===== config.mk =====
export PLATFORM = sky130hd
export DESIGN_NAME = fp8_e4m3_converter
export DESIGN_NICKNAME = d
export VERILOG_FILES = /design/src/fp8c_pkg.sv /design/src/fp8c_core.sv /design/src/fp8_e4m3_converter.sv
export SDC_FILE = /design/constraint.sdc
export NUM_CORES = 1
export LEC_CHECK = 0
export BUFFER_PORTS_ARGS = -buffer_cell sky130_fd_sc_hd__buf_2
export CAP_MARGIN = 40
export CORE_MARGIN = 10
export CORE_UTILIZATION = 54
export DETAILED_ROUTE_END_ITERATION = 6
export HOLD_SLACK_MARGIN = 0.02
export PLACE_DENSITY = 0.77
export SKIP_LAST_GASP = 1
export SYNTH_ARGS = -nofsm -noshare
export SYNTH_HDL_FRONTEND = slang
export SYNTH_SLANG_ARGS = --single-unit

===== constraint.sdc =====
create_clock -name clk -period 6.7 [get_ports clk]
set_input_delay 1.34 -clock clk [delete_from_list [all_inputs] [get_ports clk]]
set_output_delay 1.34 -clock clk [all_outputs]
set_load 0.05 [all_outputs]

===== src/fp8c_pkg.sv =====
// Package for the fp8_e4m3_converter block: request kinds and conversion constants.
// No dependencies.
package fp8c_pkg;
  localparam logic REQ_ENCODE = 1'b0;
  localparam logic REQ_DECODE = 1'b1;
  localparam logic [7:0] EXP_ALL_ONES = 8'hFF;
  localparam logic [7:0] EXP_CLAMP = 8'd135;
  localparam logic [22:0] FRAC_CLAMP = 23'h600000;
  localparam logic [7:0] EXP_SUB_MAX = 8'd120;
  localparam logic [7:0] EXP_SUB_BASE = 8'd141;
  localparam logic [6:0] FP8_NAN = 7'h7F;
  localparam logic [6:0] FP8_MAX = 7'h7E;
  localparam logic [30:0] F32_QNAN = 31'h7FC00000;

  typedef struct packed {
    logic        kind;
    logic        sign;
    logic [7:0]  ex;
    logic [22:0] frac;
  } fp8c_req_t;
endpackage


===== src/fp8c_core.sv =====
// Three-stage conversion pipeline between float32 and fp8 e4m3.
// Depends on fp8c_pkg.
module fp8c_core
  import fp8c_pkg::*;
(
  input  logic        clk,
  input  logic        rst,
  input  logic        advance,
  input  logic        in_valid,
  input  fp8c_req_t   in_req,
  output logic        out_valid,
  output logic [31:0] out_bits
);
  // stage 1 registers
  logic        v1;
  fp8c_req_t   r1;
  // stage 2 registers
  logic        v2;
  logic        kind2;
  logic        sign2;
  logic [1:0]  cls2;
  logic [3:0]  enc2;
  logic [3:0]  man2;
  logic [2:0]  sub2;
  logic [31:0] dec2;
  // stage 3
  logic        v3;
  logic [31:0] res3;

  localparam logic [1:0] CLS_NAN = 2'd0;
  localparam logic [1:0] CLS_BIG = 2'd1;
  localparam logic [1:0] CLS_SUB = 2'd2;
  localparam logic [1:0] CLS_NRM = 2'd3;

  logic [1:0]  cls_next;
  logic [2:0]  sub_next;
  logic [3:0]  enc_next;
  logic [3:0]  man_next;
  logic [31:0] dec_next;
  logic [7:0]  sh;
  logic [24:0] sig;
  logic [24:0] rnd;
  logic [7:0]  db;
  logic [3:0]  dex;
  logic [2:0]  dman;
  logic [4:0]  mraw;

  always_comb begin
    sig = {2'b01, r1.frac};
    sh = EXP_SUB_BASE - r1.ex;
    rnd = '0;
    sub_next = '0;
    if (r1.ex <= EXP_SUB_MAX && r1.ex != 8'd0 && sh <= 8'd24) begin
      rnd = (sig + (25'd1 << (sh[4:0] - 5'd1))) >> sh[4:0];
      sub_next = (rnd > 25'd7) ? 3'd7 : rnd[2:0];
    end
    priority if (r1.ex == EXP_ALL_ONES && r1.frac != '0) begin
      cls_next = CLS_NAN;
    end else if (r1.ex > EXP_CLAMP || (r1.ex == EXP_CLAMP && r1.frac >= FRAC_CLAMP)) begin
      cls_next = CLS_BIG;
    end else if (r1.ex <= EXP_SUB_MAX) begin
      cls_next = CLS_SUB;
    end else begin
      cls_next = CLS_NRM;
    end
    enc_next = r1.ex[3:0] - EXP_SUB_MAX[3:0];
    mraw = 5'({1'b0, r1.frac[22:19]} + 5'd1);
    man_next = mraw[4:1];
    db = r1.frac[7:0];
    dex = db[6:3];
    dman = db[2:0];
    dec_next = {db[7], 31'd0};
    if (dex == 4'hF && dman == 3'd7) begin
      dec_next = {db[7], F32_QNAN};
    end else if (dex != 4'd0) begin
      dec_next = {db[7], 8'({4'd0, dex} + EXP_SUB_MAX), dman, 20'd0};
    end else if (dman[2]) begin
      dec_next = {db[7], 8'd120, dman[1:0], 21'd0};
    end else if (dman[1]) begin
      dec_next = {db[7], 8'd119, dman[0], 22'd0};
    end else if (dman[0]) begin
      dec_next = {db[7], 8'd118, 23'd0};
    end
  end

  logic [4:0] e3;
  logic [2:0] m3;
  logic [7:0] enc_byte;
  always_comb begin
    e3 = {1'b0, enc2};
    m3 = man2[2:0];
    if (man2[3]) begin
      e3 = e3 + 5'd1;
    end
    if (e3 >= 5'd15) begin
      e3 = 5'd15;
      if (m3 > 3'd6) m3 = 3'd6;
    end
    unique case (cls2)
      CLS_NAN: enc_byte = {1'b0, FP8_NAN};
      CLS_BIG: enc_byte = {sign2, FP8_MAX};
      CLS_SUB: enc_byte = {sign2, 4'd0, sub2};
      default: enc_byte = {sign2, e3[3:0], m3};
    endcase
  end

  always_ff @(posedge clk) begin
    if (rst) begin
      v1 <= 1'b0;
      v2 <= 1'b0;
      v3 <= 1'b0;
    end else if (advance) begin
      v1 <= in_valid;
      v2 <= v1;
      v3 <= v2;
    end
    if (advance) begin
      r1 <= in_req;
      kind2 <= r1.kind;
      sign2 <= r1.sign;
      cls2 <= cls_next;
      enc2 <= enc_next;
      man2 <= man_next;
      sub2 <= sub_next;
      dec2 <= dec_next;
      res3 <= (kind2 == REQ_DECODE) ? dec2 : {24'd0, enc_byte};
    end
  end

  assign out_valid = v3;
  assign out_bits = res3;

  a_nan: assert property (@(posedge clk) disable iff (rst)
    advance && v2 && kind2 == REQ_ENCODE && cls2 == CLS_NAN |=> res3 == 32'h7F)
    else $error("nan encode wrong");
  a_enc_high: assert property (@(posedge clk) disable iff (rst)
    advance && v2 && kind2 == REQ_ENCODE |=> res3[31:8] == 24'd0)
    else $error("encode high bits set");
  a_hold: assert property (@(posedge clk) disable iff (rst)
    !advance |=> $stable(res3) && $stable(v3))
    else $error("stall lost data");
endmodule


===== src/fp8_e4m3_converter.sv =====
// An accepted input word passes through the stage 1, stage 2 and stage 3 registers to the output.
// Throughput: one word per cycle; the three-stage pipeline advances whenever the
// output stage is empty or its word is taken. Reset (rst, synchronous) empties it.
// Top level of the float32 / fp8 e4m3 converter; depends on fp8c_pkg and fp8c_core.
module fp8_e4m3_converter
  import fp8c_pkg::*;
(
  input  logic        clk,
  input  logic        rst,
  input  logic        s_axis_tvalid,
  output logic        s_axis_tready,
  input  logic [31:0] s_axis_tdata,   // [31:0] operand
  input  logic        s_axis_tuser,   // [0] req_type
  output logic        m_axis_tvalid,
  input  logic        m_axis_tready,
  output logic [31:0] m_axis_tdata    // [31:0] result_bits
);
  logic      advance;
  fp8c_req_t req;

  assign advance = !m_axis_tvalid || m_axis_tready;
  assign s_axis_tready = advance;
  assign req.kind = s_axis_tuser;
  assign req.sign = s_axis_tdata[31];
  assign req.ex = s_axis_tdata[30:23];
  assign req.frac = s_axis_tdata[22:0];

  fp8c_core u_core (
    .clk(clk),
    .rst(rst),
    .advance(advance),
    .in_valid(s_axis_tvalid),
    .in_req(req),
    .out_valid(m_axis_tvalid),
    .out_bits(m_axis_tdata)
  );
endmodule

=== Yosys cells after proc, flatten, opt, wreduce, memory -nomap -nowiden ===
Index checks and enable logic that the tools add are counted.
Widths: inputs -> output; s select.

* Equality and inequality tests: 6
* Magnitude comparators: 7
* $add $sub $neg: 7
* Shift operators: 2
* Reductions and logical operators: 14
* Mux-type cells: 13

{| class="wikitable"
|+ Operators by type and width
! cell !! count
|-
| $mux 30 || 3
|-
| $mux 31 || 1
|-
| $add 24x25->25 || 1
|-
| $gt 25x3->1 const B || 1
|-
| $shl 1x5->25 const A || 1
|-
| $shr 25x5->25 || 1
|-
| $pmux 8 s3 || 1
|-
| $ge 23x23->1 const B || 1
|-
| $reduce_bool 23->1 || 1
|-
| $eq 8x8->1 const B || 2
|-
| $add 4x1->5 const B || 2
|-
| $mux 3 || 3
|-
| $add 4x7->8 const B || 1
|-
| $gt 8x8->1 const B || 1
|-
| $le 8x5->1 const B || 1
|-
| $le 8x7->1 const B || 1
|-
| $mux 8 || 1
|-
| $reduce_bool 8->1 || 1
|-
| $sub 8x8->8 const A || 1
|-
| $ge 5x4->1 const B || 1
|-
| $logic_and 1x1->1 || 5
|-
| $mux 5 || 1
|-
| $sub 5x1->5 const B || 1
|-
| $eq 4x4->1 const B || 1
|-
| 13 further kinds || 15
|}

* Register bits: 115
* Logic and storage cells: 68
* Output and inout bits: 34

=== Depth between registers and ports, before layout ===
* Depth after elaboration: 7
* Mapped depth: 24
* Depth with buffers taken out: 21

=== By module ===
From an unflattened synthesis, not the netlist that was laid out.

* Cells, all modules: 738
* Area total of the unflattened synthesis: 6626.4 um2

{| class="wikitable"
|+ By module, submodules not included
! module !! times used !! cells each !! seq. area each (um2) !! area each (um2)
|-
| fp8c_core || 1 || 737 || 2342.2 || 6620.1
|-
| fp8_e4m3_converter || 1 || 1 || 0.0 || 6.3
|}

=== Worst setup path after synthesis ===
Ideal clock, no wire load.

* Kind: reg2reg
* Start point: register u_core.r1[24] (netlist bit)
* End point: register u_core.sub2[1] (data pin)
* Buffers on the path: 8
* Slack: 0.386 ns
* Data arrival time: 6.042 ns
* Stages on the path, launching flop included: 24
* Setup time: 0.272 ns
* Cells stage by stage: edfxtp_1 > buf_2 > inv_1 > clkbuf_1 > buf_1 > ha_1 > clkbuf_1 > clkbuf_1 > clkbuf_1 > clkbuf_1 > nor3_1 > ha_1 > buf_2 > nand4_2 > a211oi_4 > nor2_2 > o31a_4 > o41a_1 > a32oi_2 > o22ai_1 > or4_4 > nor4b_2 > o311a_2 > a41oi_1

* Word-level cells in the longest chain between the ends: 7
* Elaborated cells between the ends (all ways): 12
* Those cells by class: add/sub: 3; order compare: 3; shift: 2; mux: 1; reduce/logical: 3

{| class="wikitable"
|+ Ends and longest elaborated chain
! element !! line !! RTL
|-
| start, declared || fp8c_core.sv:16 || <nowiki>fp8c_req_t r1;</nowiki>
|-
| start signal, assigned || fp8c_core.sv:118 || <nowiki>r1 <= in_req;</nowiki>
|-
| $sub 8x8->8 || fp8c_core.sv:50 || <nowiki>sh = EXP_SUB_BASE - r1.ex;</nowiki>
|-
| $sub 5x1->5 || fp8c_core.sv:54 || <nowiki>rnd = (sig + (25'd1 << (sh[4:0] - 5'd1))) >> sh[4:0];</nowiki>
|-
| $shl 1x5->25 || fp8c_core.sv:54 ||
|-
| $add 24x25->25 || fp8c_core.sv:54 ||
|-
| $shr 25x5->25 || fp8c_core.sv:54 ||
|-
| $gt 25x3->1 || fp8c_core.sv:55 || <nowiki>sub_next = (rnd > 25'd7) ? 3'd7 : rnd[2:0];</nowiki>
|-
| $mux 3 || fp8c_core.sv:55 ||
|-
| end signal, assigned || fp8c_core.sv:124 || <nowiki>sub2 <= sub_next;</nowiki>
|-
| end, declared || fp8c_core.sv:24 || <nowiki>logic [2:0] sub2;</nowiki>
|}

Parallel ways exist; a longest one is shown, timed or not.
A chain may end at the register's enable or synchronous reset.

=== Worst setup path in the final report ===
Ends and elaborated chain as after synthesis.

==> results.py <==
metrics = {
    "power_and_ir_drop": {
        "relative_contribution_of_combinational_cells_to_total_power": 0.305,
        "power_report.internal_total_mw": 1.03,
        "switching_share": 0.344,
        "p_switching_mw": 0.543,
        "leakage_nw": 2.83,
        "clock_power_share": 0.307,
        "power.share.sequential": 0.389,
        "vdd_ir_drop_max_mv": 0.128,
        "power.density_cell_area_mw_per_mm2": 219,
        "p_total_mw": 1.58,
    },
    "clocking": {
        "post-cts-setup-buffer-count": 0,
        "holdBufCountCts": 0,
        "clk-insertion-delay-late_ns": 0.33,
        "ctsHtreeMaxLevel": 3,
        "numClockSinks": 79,
        "clock_tree_from_tritoncts": "done",
        "post_cts.resized_instances": 0,
        "clock_root_buffer": "clkbuf_16",
        "clkSlewWorstSetupHoldPaths_ns": 0.06,
        "tritoncts.num_buffers": 9,
        "clockBufferDepth": 2,
    },
    "final_layout": {
        "num-nets-final": 842,
        "final_layout_size_suffix_gt1_frac": 0.149,
        "core_occupancy_in_the_finished_layout": 0.603,
        "area_delta_synth_final_pct": 10.6,
        "antenna-diode-count": 0,
        "post_route_cell_area_mm2": 0.00719,
    },
    "synth": {
        "yosys.area.top_type_share": 0.351,
        "yosys_register_bits": 79,
        "ys.warnings.count": 0,
        "synth_area_mm2": 0.00650,
        "synth.top_cells.by_area": "edfxtp_1 (35%), ha_1 (5.6%), a21oi_1 (4.8%)",
        "ys_async_rst_share": 0,
        "synth.yosys.seq_area_share": 0.360,
        "synth_area_leader_cell": "edfxtp_1",
        "postSynth.topFlopCell": "edfxtp_1",
        "syn_area_per_cell_um2": 8.87,
        "synth_edf_count": 76,
        "syn_inst": 733,
        "synth.distinct_cells": 81,
    },
    "route": {
        "top_layer_used": "met4",
        "wl_met2_mm": 9.46,
        "remaining_drcs": 0,
        "via_count": 6192,
        "drt_first_iter_violations": 762,
        "post_route_ant_nets": 0,
        "wire_length_per_cell_after_detailed_routing_um": 21.7,
        "totalWireLength_mm": 20.1,
        "viasPerCell": 6.68,
        "post_route_m1_wl_mm": 8.38,
        "drtPass1Iterations": 5,
        "met3WireLength_mm": 1.86,
    },
    "critical_path": {
        "worstSetupEndpointType": "flip-flop",
        "regToRegEndpoint": "u_core.sub2[1]$_SDFFCE_PN0P_",
        "critical_path.endpoint": "u_core.sub2[1]$_SDFFCE_PN0P_",
        "r2r_slack_ns": 0.47,
        "timing.critical_path.fanout_max": 29,
        "timing.critical_path.arrival_ns": 6.29,
        "criticalPathCategory": "reg2reg",
        "crit_start": "u_core.r1[24]$_DFFE_PP_",
        "worst_ep_required_time_ns": 6.77,
        "worst_case_reg_to_reg_path_depth": 19,
        "cp-start-kind": "flip-flop",
        "worst_r2r_startpoint": "u_core.r1[24]$_DFFE_PP_",
    },
    "timing": {
        "worst_clock_skew_ns": 0.00498,
        "layout_worst_path_cycle_share": 0.929,
        "timing.max_slew.rel_slack": 0.419,
        "worst_pin_slew_ns": 0.866,
        "setup_viol_count_final": 0,
        "setup_tns_ns": 0,
        "hold_viol": 0,
        "rsz0062_at_grt": "no",
        "timing.fmax_ghz": 0.161,
        "min_period_ns": 6.23,
        "final.hold.worst_slack_ns": 0.421,
        "final_max_slew_viol_count": 0,
    },
    "global_route": {
        "grt_pass1_wl_mm": 31.6,
        "antenna_violations_before_repair": 0,
        "grt_max_degree": 74,
        "gr-usage-all-layers": 0.240,
        "via_count_of_the_first_global_routing_pass": 5729,
        "grt-ovfl-total": 0,
    },
    "placement": {
        "hpwl_mm": 15.3,
        "port_buffers": 58,
        "dpl-instance-area_mm2": 0.00689,
        "place.gp.congestion": 0.990,
    },
    "floorplan": {
        "chip_height_um": 130,
        "fp-row-count": 40,
        "die_area_mm2": 0.0168,
        "start_util": 0.546,
        "die_w_um": 130,
        "core_region_area_mm2": 0.0119,
        "top_level_ports": 71,
    },
    "status": {
        "run_status": "complete, no violations",
    },
    "worst_hold_path": {
        "holdCritPathClass": "reg2reg",
    },
    "job": {
        "cap_viol_max_count": 0,
    },
}
==> logic make-up after synthesis <==
kind of cell | count (synthesis) | synth area share
adder cells (fa/ha/maj) | 31 | 0.0604
other | 1 | 0.000577
AO/OA/AOI/OAI | 218 | 0.230
XOR/XNOR | 23 | 0.0310
flip-flops | 79 | 0.360
multiplexers | 25 | 0.0489
AND/OR/NAND/NOR | 283 | 0.217
buffers and inverters | 73 | 0.0520
==> cells in the final DEF (no fill, tap or decap), drive strengths merged, types with 8 or more instances in the layout <==
cell and instances:
a211oi 13, a21oi 63, a31oi 11, and2 19, buf 75, clkbuf 10, conb 12, edfxtp 76
ha 29, inv 19, mux2i 16, nand2 70, nand2b 8, nand3 19, nand4 15, nor2 72
nor3 30, nor4 8, o21ai 34, or3 8, xnor2 15, xor2 8
==> Yosys cell counts (all sizes together), types with 5 or more instances <==
| library cell | number |
|---|---|
| nand4 | 15 |
| o21ai | 34 |
| o21a | 6 |
| xor2 | 8 |
| o211ai | 7 |
| o22ai | 7 |
| a211oi | 13 |
| nand3 | 19 |
| clkbuf | 28 |
| or3 | 8 |
| mux2i | 16 |
| nor4 | 8 |
| mux4 | 5 |
| nor3 | 30 |
| inv | 18 |
| nand2b | 8 |
| o31ai | 7 |
| edfxtp | 76 |
| a211o | 7 |
| a41oi | 5 |
| and2 | 19 |
| nor2 | 72 |
| a31oi | 11 |
| a21o | 5 |
| or2 | 6 |
| nand2 | 70 |
| a21oi | 63 |
| xnor2 | 15 |
| a21boi | 5 |
| a22oi | 5 |
| ha | 29 |
| or4 | 7 |
| buf | 27 |
==> worst max-delay path: stages, from the launching register on <==
cell	delay [ns]
edfxtp_1	0.35
buf_4	0.33
nand3_1	0.20
xnor2_1	0.36
xnor2_1	0.22
nor2_1	0.07
a21oi_1	0.58
nor2_1	0.21
ha_1	0.43
a21oi_1	0.23
o21ai_0	0.16
a211oi_1	0.50
a21oi_1	0.15
or3_1	0.41
a31oi_1	0.46
o22ai_1	0.18
or4_4	0.52
nor4b_2	0.26
o311a_2	0.21
a41oi_1	0.12
==> power groups by stage <==
stage	Sequential, mW	Clock [mW]	Combinational, mW
2_1_floorplan	0.652	0	0.312
3_3_place_gp	0.621	0	0.465
3_5_place_dp	0.622	0	0.466
4_1_cts	0.612	0.489	0.469
5_1_grt	0.617	0.507	0.516
6_report	0.613	0.483	0.480
==> final cells by class <==
cell class	count	area, um2
clock buffer	10	229
clock inverter	6	68.8
fill	1050	4720
inverter	18	67.6
multi-input combinational	592	3860
sequential	79	2340
tap	147	184
timing repair buffer	75	434
==> worst min path at each step <==
stage                                 start                      to  slack (ns)  cells after the start
finish              u_core.r1[32]$_DFFE_PP_  u_core.kind2$_DFFE_PP_        0.42                      0
global route        u_core.r1[31]$_DFFE_PP_  u_core.sign2$_DFFE_PP_        0.44                      0
CTS                 u_core.r1[32]$_DFFE_PP_  u_core.kind2$_DFFE_PP_        0.42                      0
detailed placement  u_core.r1[32]$_DFFE_PP_  u_core.kind2$_DFFE_PP_        0.41                      0
global placement    u_core.r1[31]$_DFFE_PP_  u_core.sign2$_DFFE_PP_        0.40                      0
floorplan           u_core.r1[32]$_DFFE_PP_  u_core.kind2$_DFFE_PP_        0.40                      0
==> flip-flops by register name (all words and copies together), names as in the netlist <==
signal,cells
u_core.v2,1
u_core.man2,4
u_core.cls2,2
u_core.out_valid,1
u_core.db,8
u_core.v1,1
u_core.dec2,10
u_core.sign2,1
u_core.out_bits,18
u_core.enc2,4
u_core.sub2,3
u_core.kind2,1
u_core.r1,25
==> per-layer routing <==
layer | vias to the layer above | global-route usage
li1 | 2884 | -
met1 | 2946 | 0.309
met2 | 322 | 0.392
met3 | 40 | 0.0576
met4 | 0 | 0.0688
met5 | - | 0
==> through the flow <==
stage,cells,setup slack (ns)
floorplan,744,0.386
global placement,909,0.798
detailed placement,911,0.747
CTS,927,0.672
global route,927,0.0639
finish,927,0.473
Note: power is estimated with default switching activity, not from simulation.
